--- src/rtl/cubic_hermite_curve_points_unit_assert.svh ---
// assertion macros for cubic_hermite_curve_points_unit.sv
`ifndef CUBIC_HERMITE_CURVE_POINTS_UNIT_ASSERT_SVH
`define CUBIC_HERMITE_CURVE_POINTS_UNIT_ASSERT_SVH

`ifndef SYNTHESIS

// condition must hold at every clock edge out of reset
`define CHCP_ASSERT_ALWAYS(lbl, cond, msg) \
   lbl: assert property (@(posedge clock) disable iff (reset) (cond)) else $error(msg);

// consequent must hold in the same cycle as the antecedent
`define CHCP_ASSERT_IMPLY(lbl, ante, cons, msg) \
   lbl: assert property (@(posedge clock) disable iff (reset) (ante) |-> (cons)) else $error(msg);

`else

`define CHCP_ASSERT_ALWAYS(lbl, cond, msg)
`define CHCP_ASSERT_IMPLY(lbl, ante, cons, msg)

`endif

`endif

--- src/rtl/chcp_pkg.sv ---
package chcp_pkg;

   localparam int FRAC_BITS = 16;
   localparam int T_W       = 17;   // t, t^2, t^3 in unsigned q1.16
   localparam int W_W       = 21;   // signed basis weights
   localparam int ACC_W     = 56;   // product and accumulator width
   localparam int DATA_W    = 32;
   localparam int COORD_N   = 3;
   localparam int TERM_N    = 4;

   localparam logic [T_W-1:0]          ONE_Q16    = T_W'(65536);
   localparam logic signed [ACC_W-1:0] ROUND_HALF = ACC_W'(32768);

   // issue counter holds {coordinate, term}
   localparam logic [3:0] ISSUE_LAST = {2'd2, 2'd3};
   localparam logic [1:0] TERM_FIRST = 2'd0;
   localparam logic [1:0] TERM_LAST  = 2'd3;
   localparam logic [1:0] COORD_LAST = 2'd2;

   localparam int            PADDR_W           = 3;
   localparam logic [2:0]    ADDR_POINT_COUNT  = 3'd0;
   localparam logic [6:0]    POINT_COUNT_RESET = 7'd20;
   localparam logic [6:0]    POINT_COUNT_MIN   = 7'd3;

   typedef enum logic [2:0] {
      S_IDLE,
      S_RECIP,
      S_SQ,
      S_CU,
      S_WT,
      S_MAC,
      S_DRAIN,
      S_OUT
   } chcp_state_type;

   // control that travels with an operand pair through the multiplier
   typedef struct packed {
      logic accum;   // add the product into the accumulator
      logic clear;   // restart the accumulator at the rounding offset
      logic done;    // last term of a coordinate, emit the saturated sum
   } chcp_mac_op_type;

   typedef struct packed {
      logic                     valid;
      logic signed [DATA_W-1:0] value;
   } chcp_mac_res_type;

endpackage

--- src/rtl/cubic_hermite_curve_points_unit.sv ---
// cubic hermite curve point generator: each accepted segment (start point, start tangent,
// end point, end tangent, signed q16.16) yields n points at t = floor(i*65536/(n-1)),
// n being point_count clamped to 3..MAX_POINTS, blended with the hermite basis, rounded half up
// to q16.16 and saturated; the final point carries last_point. all multiplies run on one
// 32x32 multiplier with an accumulator. per segment a bit-serial divide forms 65536/(n-1)
// once, then per point one multiply each for t^2 and t^3, a weight step, twelve
// multiply-accumulate issues, a drain of the coordinate sums and the hand-off of the point
// to the output register; after the last point the block returns to idle, where the next
// transfer is taken. req_stall stays high from the accepted transfer until the last point
// has been loaded into the output register, and a stalled output holds the block in its
// hand-off step
`include "cubic_hermite_curve_points_unit_assert.svh"

module cubic_hermite_curve_points_unit import chcp_pkg::*; #(
   parameter int MAX_POINTS = 64
) (
   input  logic                      clock,
   input  logic                      reset,
   // configuration port
   input  logic                      psel,
   input  logic                      penable,
   input  logic                      pwrite,
   input  logic [PADDR_W-1:0]        paddr,
   input  logic [DATA_W-1:0]         pwdata,
   output logic [DATA_W-1:0]         prdata,
   output logic                      pready,
   // segment input
   input  logic                      req_valid,
   output logic                      req_stall,
   input  logic signed [DATA_W-1:0]  req_start_x,
   input  logic signed [DATA_W-1:0]  req_start_y,
   input  logic signed [DATA_W-1:0]  req_start_z,
   input  logic signed [DATA_W-1:0]  req_start_tan_x,
   input  logic signed [DATA_W-1:0]  req_start_tan_y,
   input  logic signed [DATA_W-1:0]  req_start_tan_z,
   input  logic signed [DATA_W-1:0]  req_end_x,
   input  logic signed [DATA_W-1:0]  req_end_y,
   input  logic signed [DATA_W-1:0]  req_end_z,
   input  logic signed [DATA_W-1:0]  req_end_tan_x,
   input  logic signed [DATA_W-1:0]  req_end_tan_y,
   input  logic signed [DATA_W-1:0]  req_end_tan_z,
   // curve point output
   output logic                      rsp_valid,
   input  logic                      rsp_stall,
   output logic signed [DATA_W-1:0]  rsp_point_x,
   output logic signed [DATA_W-1:0]  rsp_point_y,
   output logic signed [DATA_W-1:0]  rsp_point_z,
   output logic                      rsp_last_point
);

   // point index and segment divisor (n-1) share this width
   localparam int DW = $clog2(MAX_POINTS);

   chcp_state_type state_ff, state_in;

   // configuration
   logic [6:0] point_count_ff, point_count_in;
   logic       csr_wr;
   logic       csr_hit;
   logic [6:0] n_eff;
   logic [DW-1:0] d_eff;

   // segment operands, [term][coordinate], terms p0, m0, p1, m1
   logic signed [DATA_W-1:0] vec_ff [TERM_N][COORD_N];

   logic [DW-1:0]  d_ff;
   logic [DW-1:0]  i_ff;
   logic [T_W-1:0] t_ff, t_in;
   logic [DW-1:0]  tr_ff, tr_in;
   logic [T_W-1:0] t2_ff;
   logic signed [W_W-1:0] h_ff [TERM_N];
   logic signed [W_W-1:0] h_in [TERM_N];
   logic [3:0]     iss_ff;
   logic [1:0]     res_cnt_ff;
   logic signed [DATA_W-1:0] pt_ff [COORD_N];

   // output register
   logic                     rsp_valid_ff, rsp_valid_in;
   logic signed [DATA_W-1:0] rsp_x_ff, rsp_y_ff, rsp_z_ff;
   logic                     rsp_last_ff;

   // sequencer outputs
   logic                     req_accept;
   logic                     div_start;
   logic                     out_free;
   logic                     out_load;
   logic                     is_last;
   chcp_mac_op_type          mac_op;
   logic signed [DATA_W-1:0] mac_a, mac_b;

   // shared units
   logic                     div_done;
   logic [T_W-1:0]           div_quo;
   logic [DW-1:0]            div_rem;
   logic signed [ACC_W-1:0]  mac_prod;
   chcp_mac_res_type         mac_res;

   // incremental t stepping
   logic [DW:0]    r_sum;
   logic           r_wrap;
   logic [DW:0]    r_sub;

   // basis weight terms
   logic [T_W-1:0]        t3;
   logic signed [W_W-1:0] tw, t2w, t3w;

   logic [1:0] iss_term, iss_coord;

   //--------------------------------------------------------------------
   // configuration register
   //--------------------------------------------------------------------
   assign csr_wr = psel & penable & pwrite & pready;
   assign pready = 1'b1;
   // word decode, byte offsets inside the word are ignored
   assign csr_hit = (paddr[PADDR_W-1:2] == ADDR_POINT_COUNT[PADDR_W-1:2]);

   always_comb begin
      point_count_in = point_count_ff;
      if (csr_wr && csr_hit) begin
         point_count_in = pwdata[6:0];
      end
   end

   assign prdata = csr_hit ? {{(DATA_W-7){1'b0}}, point_count_ff} : '0;

   // register keeps the raw value, clamping happens when a segment starts
   always_comb begin
      priority if (point_count_ff < POINT_COUNT_MIN) begin
         n_eff = POINT_COUNT_MIN;
      end else if (point_count_ff > 7'(MAX_POINTS)) begin
         n_eff = 7'(MAX_POINTS);
      end else begin
         n_eff = point_count_ff;
      end
   end
   assign d_eff = DW'(n_eff - 7'd1);

   //--------------------------------------------------------------------
   // shared units
   //--------------------------------------------------------------------
   // quotient and remainder of 65536/(n-1) hold until the next segment
   chcp_div #(.DW(DW)) u_div (
      .clock   (clock),
      .reset   (reset),
      .start   (div_start),
      .divisor (d_ff),
      .done    (div_done),
      .quo     (div_quo),
      .rem     (div_rem)
   );

   chcp_mac u_mac (
      .clock (clock),
      .reset (reset),
      .op    (mac_op),
      .a     (mac_a),
      .b     (mac_b),
      .prod  (mac_prod),
      .res   (mac_res)
   );

   //--------------------------------------------------------------------
   // datapath helpers
   //--------------------------------------------------------------------
   assign iss_term  = iss_ff[1:0];
   assign iss_coord = iss_ff[3:2];
   assign is_last   = (i_ff == d_ff);

   // t(i+1) = t(i) + q, plus one when the remainders wrap past the divisor
   assign r_sum  = {1'b0, tr_ff} + {1'b0, div_rem};
   assign r_wrap = (r_sum >= {1'b0, d_ff});
   assign r_sub  = r_sum - {1'b0, d_ff};
   assign tr_in  = r_wrap ? r_sub[DW-1:0] : r_sum[DW-1:0];
   assign t_in   = t_ff + div_quo + T_W'(r_wrap);

   // t^3 comes straight from the product register in the weight cycle
   assign t3  = mac_prod[FRAC_BITS+T_W-1:FRAC_BITS];
   assign tw  = signed'({{(W_W-T_W){1'b0}}, t_ff});
   assign t2w = signed'({{(W_W-T_W){1'b0}}, t2_ff});
   assign t3w = signed'({{(W_W-T_W){1'b0}}, t3});

   always_comb begin
      h_in[0] = (t3w <<< 1) - (t2w + (t2w <<< 1)) + signed'({{(W_W-T_W){1'b0}}, ONE_Q16});
      h_in[1] = t3w - (t2w <<< 1) + tw;
      h_in[2] = (t2w + (t2w <<< 1)) - (t3w <<< 1);
      h_in[3] = t3w - t2w;
   end

   assign out_free = ~rsp_valid_ff | ~rsp_stall;

   //--------------------------------------------------------------------
   // sequencer: next state
   //--------------------------------------------------------------------
   always_comb begin
      state_in = state_ff;
      unique case (state_ff)
         S_IDLE: begin
            if (req_valid) begin
               state_in = S_RECIP;
            end
         end
         S_RECIP: begin
            if (div_done) begin
               state_in = S_SQ;
            end
         end
         S_SQ: begin
            state_in = S_CU;
         end
         S_CU: begin
            state_in = S_WT;
         end
         S_WT: begin
            state_in = S_MAC;
         end
         S_MAC: begin
            if (iss_ff == ISSUE_LAST) begin
               state_in = S_DRAIN;
            end
         end
         S_DRAIN: begin
            if (mac_res.valid && res_cnt_ff == COORD_LAST) begin
               state_in = S_OUT;
            end
         end
         S_OUT: begin
            if (out_free) begin
               state_in = is_last ? S_IDLE : S_SQ;
            end
         end
         default: begin
            state_in = S_IDLE;
         end
      endcase
   end

   //--------------------------------------------------------------------
   // sequencer: outputs
   //--------------------------------------------------------------------
   always_comb begin
      req_accept = 1'b0;
      div_start  = 1'b0;
      out_load   = 1'b0;
      mac_op     = '0;
      mac_a      = '0;
      mac_b      = '0;
      unique case (state_ff)
         S_IDLE: begin
            req_accept = req_valid;
            div_start  = req_valid;
         end
         S_RECIP: begin
         end
         S_SQ: begin
            // t * t
            mac_a = signed'({{(DATA_W-T_W){1'b0}}, t_ff});
            mac_b = signed'({{(DATA_W-T_W){1'b0}}, t_ff});
         end
         S_CU: begin
            // floor(t^2) * t
            mac_a = signed'({{(DATA_W-T_W){1'b0}}, mac_prod[FRAC_BITS+T_W-1:FRAC_BITS]});
            mac_b = signed'({{(DATA_W-T_W){1'b0}}, t_ff});
         end
         S_WT: begin
         end
         S_MAC: begin
            // weight times operand, four terms per coordinate
            mac_a        = DATA_W'(h_ff[iss_term]);
            mac_b        = vec_ff[iss_term][iss_coord];
            mac_op.accum = 1'b1;
            mac_op.clear = (iss_term == TERM_FIRST);
            mac_op.done  = (iss_term == TERM_LAST);
         end
         S_DRAIN: begin
         end
         S_OUT: begin
            out_load = out_free;
         end
         default: begin
         end
      endcase
   end

   assign req_stall = (state_ff != S_IDLE);

   always_comb begin
      rsp_valid_in = rsp_valid_ff & rsp_stall;
      if (out_load) begin
         rsp_valid_in = 1'b1;
      end
   end

   //--------------------------------------------------------------------
   // registers
   //--------------------------------------------------------------------
   always_ff @(posedge clock) begin
      if (reset) begin
         state_ff       <= S_IDLE;
         point_count_ff <= POINT_COUNT_RESET;
         rsp_valid_ff   <= 1'b0;
      end else begin
         state_ff       <= state_in;
         point_count_ff <= point_count_in;
         rsp_valid_ff   <= rsp_valid_in;
      end
   end

   always_ff @(posedge clock) begin
      if (reset) begin
         i_ff       <= '0;
         t_ff       <= '0;
         tr_ff      <= '0;
         iss_ff     <= '0;
         res_cnt_ff <= '0;
      end else begin
         if (req_accept) begin
            i_ff  <= '0;
            t_ff  <= '0;
            tr_ff <= '0;
         end else if (out_load) begin
            i_ff  <= i_ff + DW'(1);
            t_ff  <= t_in;
            tr_ff <= tr_in;
         end
         if (state_ff == S_WT) begin
            iss_ff     <= '0;
            res_cnt_ff <= '0;
         end else begin
            if (state_ff == S_MAC) begin
               iss_ff <= iss_ff + 4'd1;
            end
            if (mac_res.valid) begin
               res_cnt_ff <= res_cnt_ff + 2'd1;
            end
         end
      end
   end

   // payload, no reset needed
   always_ff @(posedge clock) begin
      if (req_accept) begin
         vec_ff[0][0] <= req_start_x;
         vec_ff[0][1] <= req_start_y;
         vec_ff[0][2] <= req_start_z;
         vec_ff[1][0] <= req_start_tan_x;
         vec_ff[1][1] <= req_start_tan_y;
         vec_ff[1][2] <= req_start_tan_z;
         vec_ff[2][0] <= req_end_x;
         vec_ff[2][1] <= req_end_y;
         vec_ff[2][2] <= req_end_z;
         vec_ff[3][0] <= req_end_tan_x;
         vec_ff[3][1] <= req_end_tan_y;
         vec_ff[3][2] <= req_end_tan_z;
         d_ff         <= d_eff;
      end
      if (state_ff == S_CU) begin
         t2_ff <= mac_prod[FRAC_BITS+T_W-1:FRAC_BITS];
      end
      if (state_ff == S_WT) begin
         for (int k = 0; k < TERM_N; k++) begin
            h_ff[k] <= h_in[k];
         end
      end
      if (mac_res.valid) begin
         unique case (res_cnt_ff)
            2'd0: pt_ff[0] <= mac_res.value;
            2'd1: pt_ff[1] <= mac_res.value;
            2'd2: pt_ff[2] <= mac_res.value;
            default: begin
            end
         endcase
      end
      if (out_load) begin
         rsp_x_ff    <= pt_ff[0];
         rsp_y_ff    <= pt_ff[1];
         rsp_z_ff    <= pt_ff[2];
         rsp_last_ff <= is_last;
      end
   end

   assign rsp_valid      = rsp_valid_ff;
   assign rsp_point_x    = rsp_x_ff;
   assign rsp_point_y    = rsp_y_ff;
   assign rsp_point_z    = rsp_z_ff;
   assign rsp_last_point = rsp_last_ff;

   //--------------------------------------------------------------------
   // assertions
   //--------------------------------------------------------------------
   // the stepped t must start at zero and land exactly on one
   `CHCP_ASSERT_IMPLY(a_t_first, state_ff == S_SQ && i_ff == '0, t_ff == '0, "t not zero at first point")
   `CHCP_ASSERT_IMPLY(a_t_last, state_ff == S_SQ && i_ff == d_ff, t_ff == ONE_Q16, "t not one at last point")
   // coordinate sums only come back while the blend is running
   `CHCP_ASSERT_IMPLY(a_res_window, mac_res.valid, state_ff == S_MAC || state_ff == S_DRAIN, "stray blend result")
   `CHCP_ASSERT_IMPLY(a_index_range, state_ff != S_IDLE, i_ff <= d_ff, "point index past segment end")

endmodule

--- src/rtl/chcp_div.sv ---
// restoring divider: 65536 / divisor, one quotient bit a cycle
module chcp_div import chcp_pkg::*; #(
   parameter int DW = 6
) (
   input  logic          clock,
   input  logic          reset,
   input  logic          start,
   input  logic [DW-1:0] divisor,
   output logic          done,
   output logic [T_W-1:0] quo,
   output logic [DW-1:0] rem
);

   localparam int CW = $clog2(T_W);

   logic          busy_ff, busy_in;
   logic          done_ff, done_in;
   logic [CW-1:0] cnt_ff, cnt_in;
   logic [DW-1:0] rem_ff, rem_in;
   logic [T_W-1:0] quo_ff, quo_in;

   logic          num_bit;
   logic [DW:0]   rem_sh;
   logic [DW:0]   rem_sub;
   logic          ge;

   // numerator is a single one at its top bit
   assign num_bit = (cnt_ff == CW'(T_W - 1));
   assign rem_sh  = {rem_ff, num_bit};
   assign ge      = (rem_sh >= {1'b0, divisor});
   assign rem_sub = rem_sh - {1'b0, divisor};

   always_comb begin
      busy_in = busy_ff;
      done_in = 1'b0;
      cnt_in  = cnt_ff;
      rem_in  = rem_ff;
      quo_in  = quo_ff;
      if (start) begin
         busy_in = 1'b1;
         cnt_in  = CW'(T_W - 1);
         rem_in  = '0;
         quo_in  = '0;
      end else if (busy_ff) begin
         rem_in = ge ? rem_sub[DW-1:0] : rem_sh[DW-1:0];
         quo_in = {quo_ff[T_W-2:0], ge};
         cnt_in = cnt_ff - CW'(1);
         if (cnt_ff == '0) begin
            busy_in = 1'b0;
            done_in = 1'b1;
         end
      end
   end

   always_ff @(posedge clock) begin
      if (reset) begin
         busy_ff <= 1'b0;
         done_ff <= 1'b0;
      end else begin
         busy_ff <= busy_in;
         done_ff <= done_in;
      end
      cnt_ff <= cnt_in;
      rem_ff <= rem_in;
      quo_ff <= quo_in;
   end

   assign done = done_ff;
   assign quo  = quo_ff;
   assign rem  = rem_ff;

endmodule

--- src/rtl/chcp_mac.sv ---
// shared signed multiplier with accumulator, rounding and saturation
module chcp_mac import chcp_pkg::*; (
   input  logic                     clock,
   input  logic                     reset,
   input  chcp_mac_op_type          op,
   input  logic signed [DATA_W-1:0] a,
   input  logic signed [DATA_W-1:0] b,
   output logic signed [ACC_W-1:0]  prod,
   output chcp_mac_res_type         res
);

   localparam int SH_W = ACC_W - FRAC_BITS;

   logic signed [2*DATA_W-1:0] prod_full;
   logic signed [ACC_W-1:0]    prod_ff, prod_in;
   chcp_mac_op_type            tag_ff;
   logic signed [ACC_W-1:0]    acc_ff, acc_in;
   logic signed [SH_W-1:0]     acc_sh;
   logic signed [DATA_W-1:0]   sat;
   chcp_mac_res_type           res_ff, res_in;

   assign prod_full = a * b;
   assign prod_in   = prod_full[ACC_W-1:0];

   assign acc_in = (tag_ff.clear ? ROUND_HALF : acc_ff) + prod_ff;
   // arithmetic shift gives the floor after the half offset
   assign acc_sh = acc_in[ACC_W-1:FRAC_BITS];

   always_comb begin
      priority if (acc_sh[SH_W-1:DATA_W-1] == '0 || acc_sh[SH_W-1:DATA_W-1] == '1) begin
         sat = acc_sh[DATA_W-1:0];
      end else if (acc_sh[SH_W-1]) begin
         sat = {1'b1, {(DATA_W-1){1'b0}}};
      end else begin
         sat = {1'b0, {(DATA_W-1){1'b1}}};
      end
   end

   always_comb begin
      res_in.valid = tag_ff.accum & tag_ff.done;
      res_in.value = sat;
   end

   always_ff @(posedge clock) begin
      if (reset) begin
         tag_ff       <= '0;
         res_ff.valid <= 1'b0;
      end else begin
         tag_ff       <= op;
         res_ff.valid <= res_in.valid;
      end
      prod_ff <= prod_in;
      if (tag_ff.accum) begin
         acc_ff <= acc_in;
      end
      res_ff.value <= res_in.value;
   end

   assign prod = prod_ff;
   assign res  = res_ff;

endmodule

--- config.mk ---
export PLATFORM = sky130hd
export DESIGN_NAME = cubic_hermite_curve_points_unit
export DESIGN_NICKNAME = d
export VERILOG_FILES = /design/src/rtl/chcp_pkg.sv /design/src/rtl/cubic_hermite_curve_points_unit.sv /design/src/rtl/chcp_div.sv /design/src/rtl/chcp_mac.sv
export VERILOG_INCLUDE_DIRS = /design/src /design/src/rtl
export SDC_FILE = /design/constraint.sdc
export NUM_CORES = 2
export LEC_CHECK = 0
export BUFFER_PORTS_ARGS = -buffer_cell sky130_fd_sc_hd__clkbuf_2
export CORE_AREA = 2 2 412 414
export DETAILED_ROUTE_END_ITERATION = 7
export DIE_AREA = 0 0 414 416
export PLACE_DENSITY_LB_ADDON = 0.1
export SLEW_MARGIN = 25
export SYNTH_ARGS = -nofsm -noshare
export SYNTH_HDL_FRONTEND = slang
export SYNTH_SLANG_ARGS = --single-unit
--- constraint.sdc ---
create_clock -name clock -period 14.71 [get_ports clock]
set_input_delay 2.942 -clock clock [delete_from_list [all_inputs] [get_ports clock]]
set_output_delay 2.942 -clock clock [all_outputs]
set_load 0.05 [all_outputs]
==> flow_metrics.py <==
metrics = {
    "status": {
        "status": "finished, final reports clean",
    },
    "drt": {
        "drt-wirelength-per-cell_um": 22.4,
        "drc": 0,
        "ant_nets": 0,
        "drt_wl_total_um": 194000,
        "firstDrtPassIters": 5,
        "vias": 44300,
        "drt_iter0_drc": 2898,
        "vias_per_cell": 5.12,
    },
    "critical_path": {
        "crit_arrival_ps": 12130,
        "cpPeakStageDelay_ps": 740,
        "slowest_stage": "a22o_1",
        "critPathLaunchType": "flop",
        "critPathKind": "flop to flop",
        "critical_path.most_common_cell": "fa_1",
        "required_ps": 15380,
        "cp-end-kind": "flop",
        "cp_max_fo": 30,
    },
    "layout": {
        "fin_area_um2": 75500,
        "areaGrowthSynthToFinish_pct": 12.9,
        "finalNonFillerCells": 8643,
        "layout.nets": 7928,
        "drive_gt1_share_pct": 14.6,
        "fill_cells": 15900,
    },
    "global_routing": {
        "grt_use_total_pct": 22.8,
        "grt_overflow": 0,
        "grt_max_degree": 182,
        "grt_pass1_wl_um": 293000,
        "grt_pass1_vias": 46700,
        "antenna_found_initial": 22,
    },
    "logic_synthesis": {
        "syn_area_per_cell_um2": 11.4,
        "netlist_instances": 5858,
        "yosys.area.top_type_share_pct": 33.0,
        "synth_top_cell_by_area": "edfxtp_1",
        "ys_ff_latch": 904,
        "synth_area_leaders": "edfxtp_1 (33%), fa_1 (24%), ha_1 (7.1%), inv_1 (5.5%), dfxtp_1 (5.1%)",
        "syn_area_um2": 66800,
        "synth_cell_types": 77,
        "synth_edf_count": 734,
        "async_flop_share_pct": 0,
        "ys.flop_type": "edfxtp_1",
        "ys_seq_area_share_pct": 38.1,
        "ys_warn_count": 0,
    },
    "cts": {
        "cts_tree": "yes",
        "root_buffer": "clkbuf_16",
        "h-tree-depth": 3,
        "clockBufferDepth": 3,
        "path_clk_slew_ps": 60,
        "ctsResizeCount": 0,
        "cts_buffers": 101,
        "clkSinkCount": 904,
        "hold_buffers": 0,
        "post_cts_buffers": 0,
        "insertion_delay_ps": 780,
    },
    "timing": {
        "whs_ps": 415,
        "period_needed_ps": 11460,
        "max-slew-margin-rel_pct": 24.8,
        "min_period_over_period_pct": 77.9,
        "maxClockFrequency_mhz": 87.3,
        "max_slew.worst_pin.slew_ps": 1120,
        "skew_ps": 65.2,
        "setup-tns-final_ps": 0,
        "slew_viol_final": 0,
        "hold_viol": 0,
        "rsz0062_at_grt": "no",
        "setup_violations": 0,
    },
    "placed_design": {
        "portBuffers": 504,
        "place_hpwl_um": 149000,
        "dp.cells": 8449,
        "globalplace.congestion": 0.892,
        "post_dp_cell_area_um2": 72000,
    },
    "floorplanning": {
        "num_rows": 151,
        "core_area_um2": 168000,
        "initial_core_util_pct": 39.7,
        "pin_count": 558,
        "die-area_um2": 172000,
        "fp.dieH_um": 416,
        "die_w_um": 414,
    },
    "hold_path": {
        "hp-class": "flop to flop",
    },
    "pwr": {
        "power_mw": 5.80,
        "peakVddDrop_mv": 0.100,
        "powerDensity_nw_per_um2": 76.8,
        "p_leak_nw": 32.3,
    },
    "run": {
        "drv_cap": 0,
    },
}
-- report_power, final --
part | switching, mW | internal [mW]
clock network | 1.13 | 1.46
logic | 0.187 | 0.134
registers | 0.0412 | 2.85
-- sequential cells by signal, indices dropped and copies added (netlist names), 33 cells and up, named ones only --
signal / cells
vec_ff: 384
pt_ff: 96
u_mac.res: 33
u_mac.prod: 56
h_ff: 78
u_mac.acc_ff: 56
-- cell families after synthesis --
logic type | share of synthesized area [%]
flip-flops | 38.1
XOR/XNOR | 2.99
other | 0.0112
AND/OR/NAND/NOR | 9.22
multiplexers | 5.00
AO/OA/AOI/OAI | 6.97
buffers and inverters | 7.07
adder cells (fa/ha/maj) | 30.7
-- through the flow --
step | utilization [%] | worst slack (ps)
6_report | 44.9 | 3250
3_5_place_dp | 42.8 | 3240
4_1_cts | 44.9 | 3210
3_3_place_gp | 42.8 | 3380
2_1_floorplan | - | 20.5
5_1_grt | 44.9 | 2620
-- final cells by class --
cell class / instances / area (µm²) / share of cell area, %
diodes: 4 / 10.0 / 0.0133
clock buffers: 131 / 2710 / 3.59
clock inverters: 57 / 697 / 0.923
inverters: 976 / 3670 / 4.86
multi-input cells: 3756 / 36900 / 48.9
flip-flops and latches: 904 / 25500 / 33.7
well taps: 2218 / 2780 / 3.68
repair buffers: 597 / 3270 / 4.33
-- per-layer routing --
metal / vias to the layer above / track usage (%) / share of wire [%]
li1: 20200 / - / -
met1: 22300 / 31.2 / 44
met2: 1481 / 36.7 / 46
met3: 265 / 4.71 / 7.2
met4: 26 / 6.36 / 2.8
met5: - / 0 / 0.088
-- layout by cell type (no fill, tap or decap), drive strengths merged, types with 100 or more instances in the layout --
master / n
a21oi: 275
inv: 981
xnor2: 158
nor2b: 100
ha: 380
nand2: 409
nor2: 578
clkbuf: 636
fa: 786
dfxtp: 170
o21ai: 135
edfxtp: 734
-- path summary, 6_finish.rpt --
path	startpoint	to	slack (ps)	depth (start not counted)
worst max-delay path	flop	u_mac.prod[54]	3250	28
worst min-delay path	pt_ff[0][51]	rsp_point_y[19]	420	0
worst max register to register	flop	u_mac.prod[54]	3250	28
worst min register to register	pt_ff[0][51]	rsp_point_y[19]	420	0
-- critical path: cells and delay by family, from the launching register on --
kind | cells | cell delay (ps)
AO/OA/AOI/OAI | 8 | 2840
XOR/XNOR | 1 | 180
adder cells (fa/ha/maj) | 9 | 4880
buffers and inverters | 2 | 940
flip-flops | 1 | 730
multiplexers | 2 | 420
AND/OR/NAND/NOR | 6 | 1310
-- synthesized netlist by cell type, drive strengths merged (7+ instances only) --
master	n
o22a	18
dfxtp	170
a21boi	19
fa	786
o31a	10
o22ai	22
or3	26
or2	19
a31oi	17
nand4	29
o21a	21
and3	21
xnor2	158
nand2	409
ha	380
nand3	47
nor3	40
mux2i	93
a21o	71
nor2	578
a22oi	12
edfxtp	734
a211oi	26
and2	34
clkbuf	181
mux2	18
o21bai	36
mux4	98
nand3b	7
inv	976
a21oi	275
nor2b	100
a211o	9
buf	65
o211ai	9
xor2	70
nor3b	7
o21ai	135
nand2b	56
Note: power is estimated with default switching activity, not from simulation.
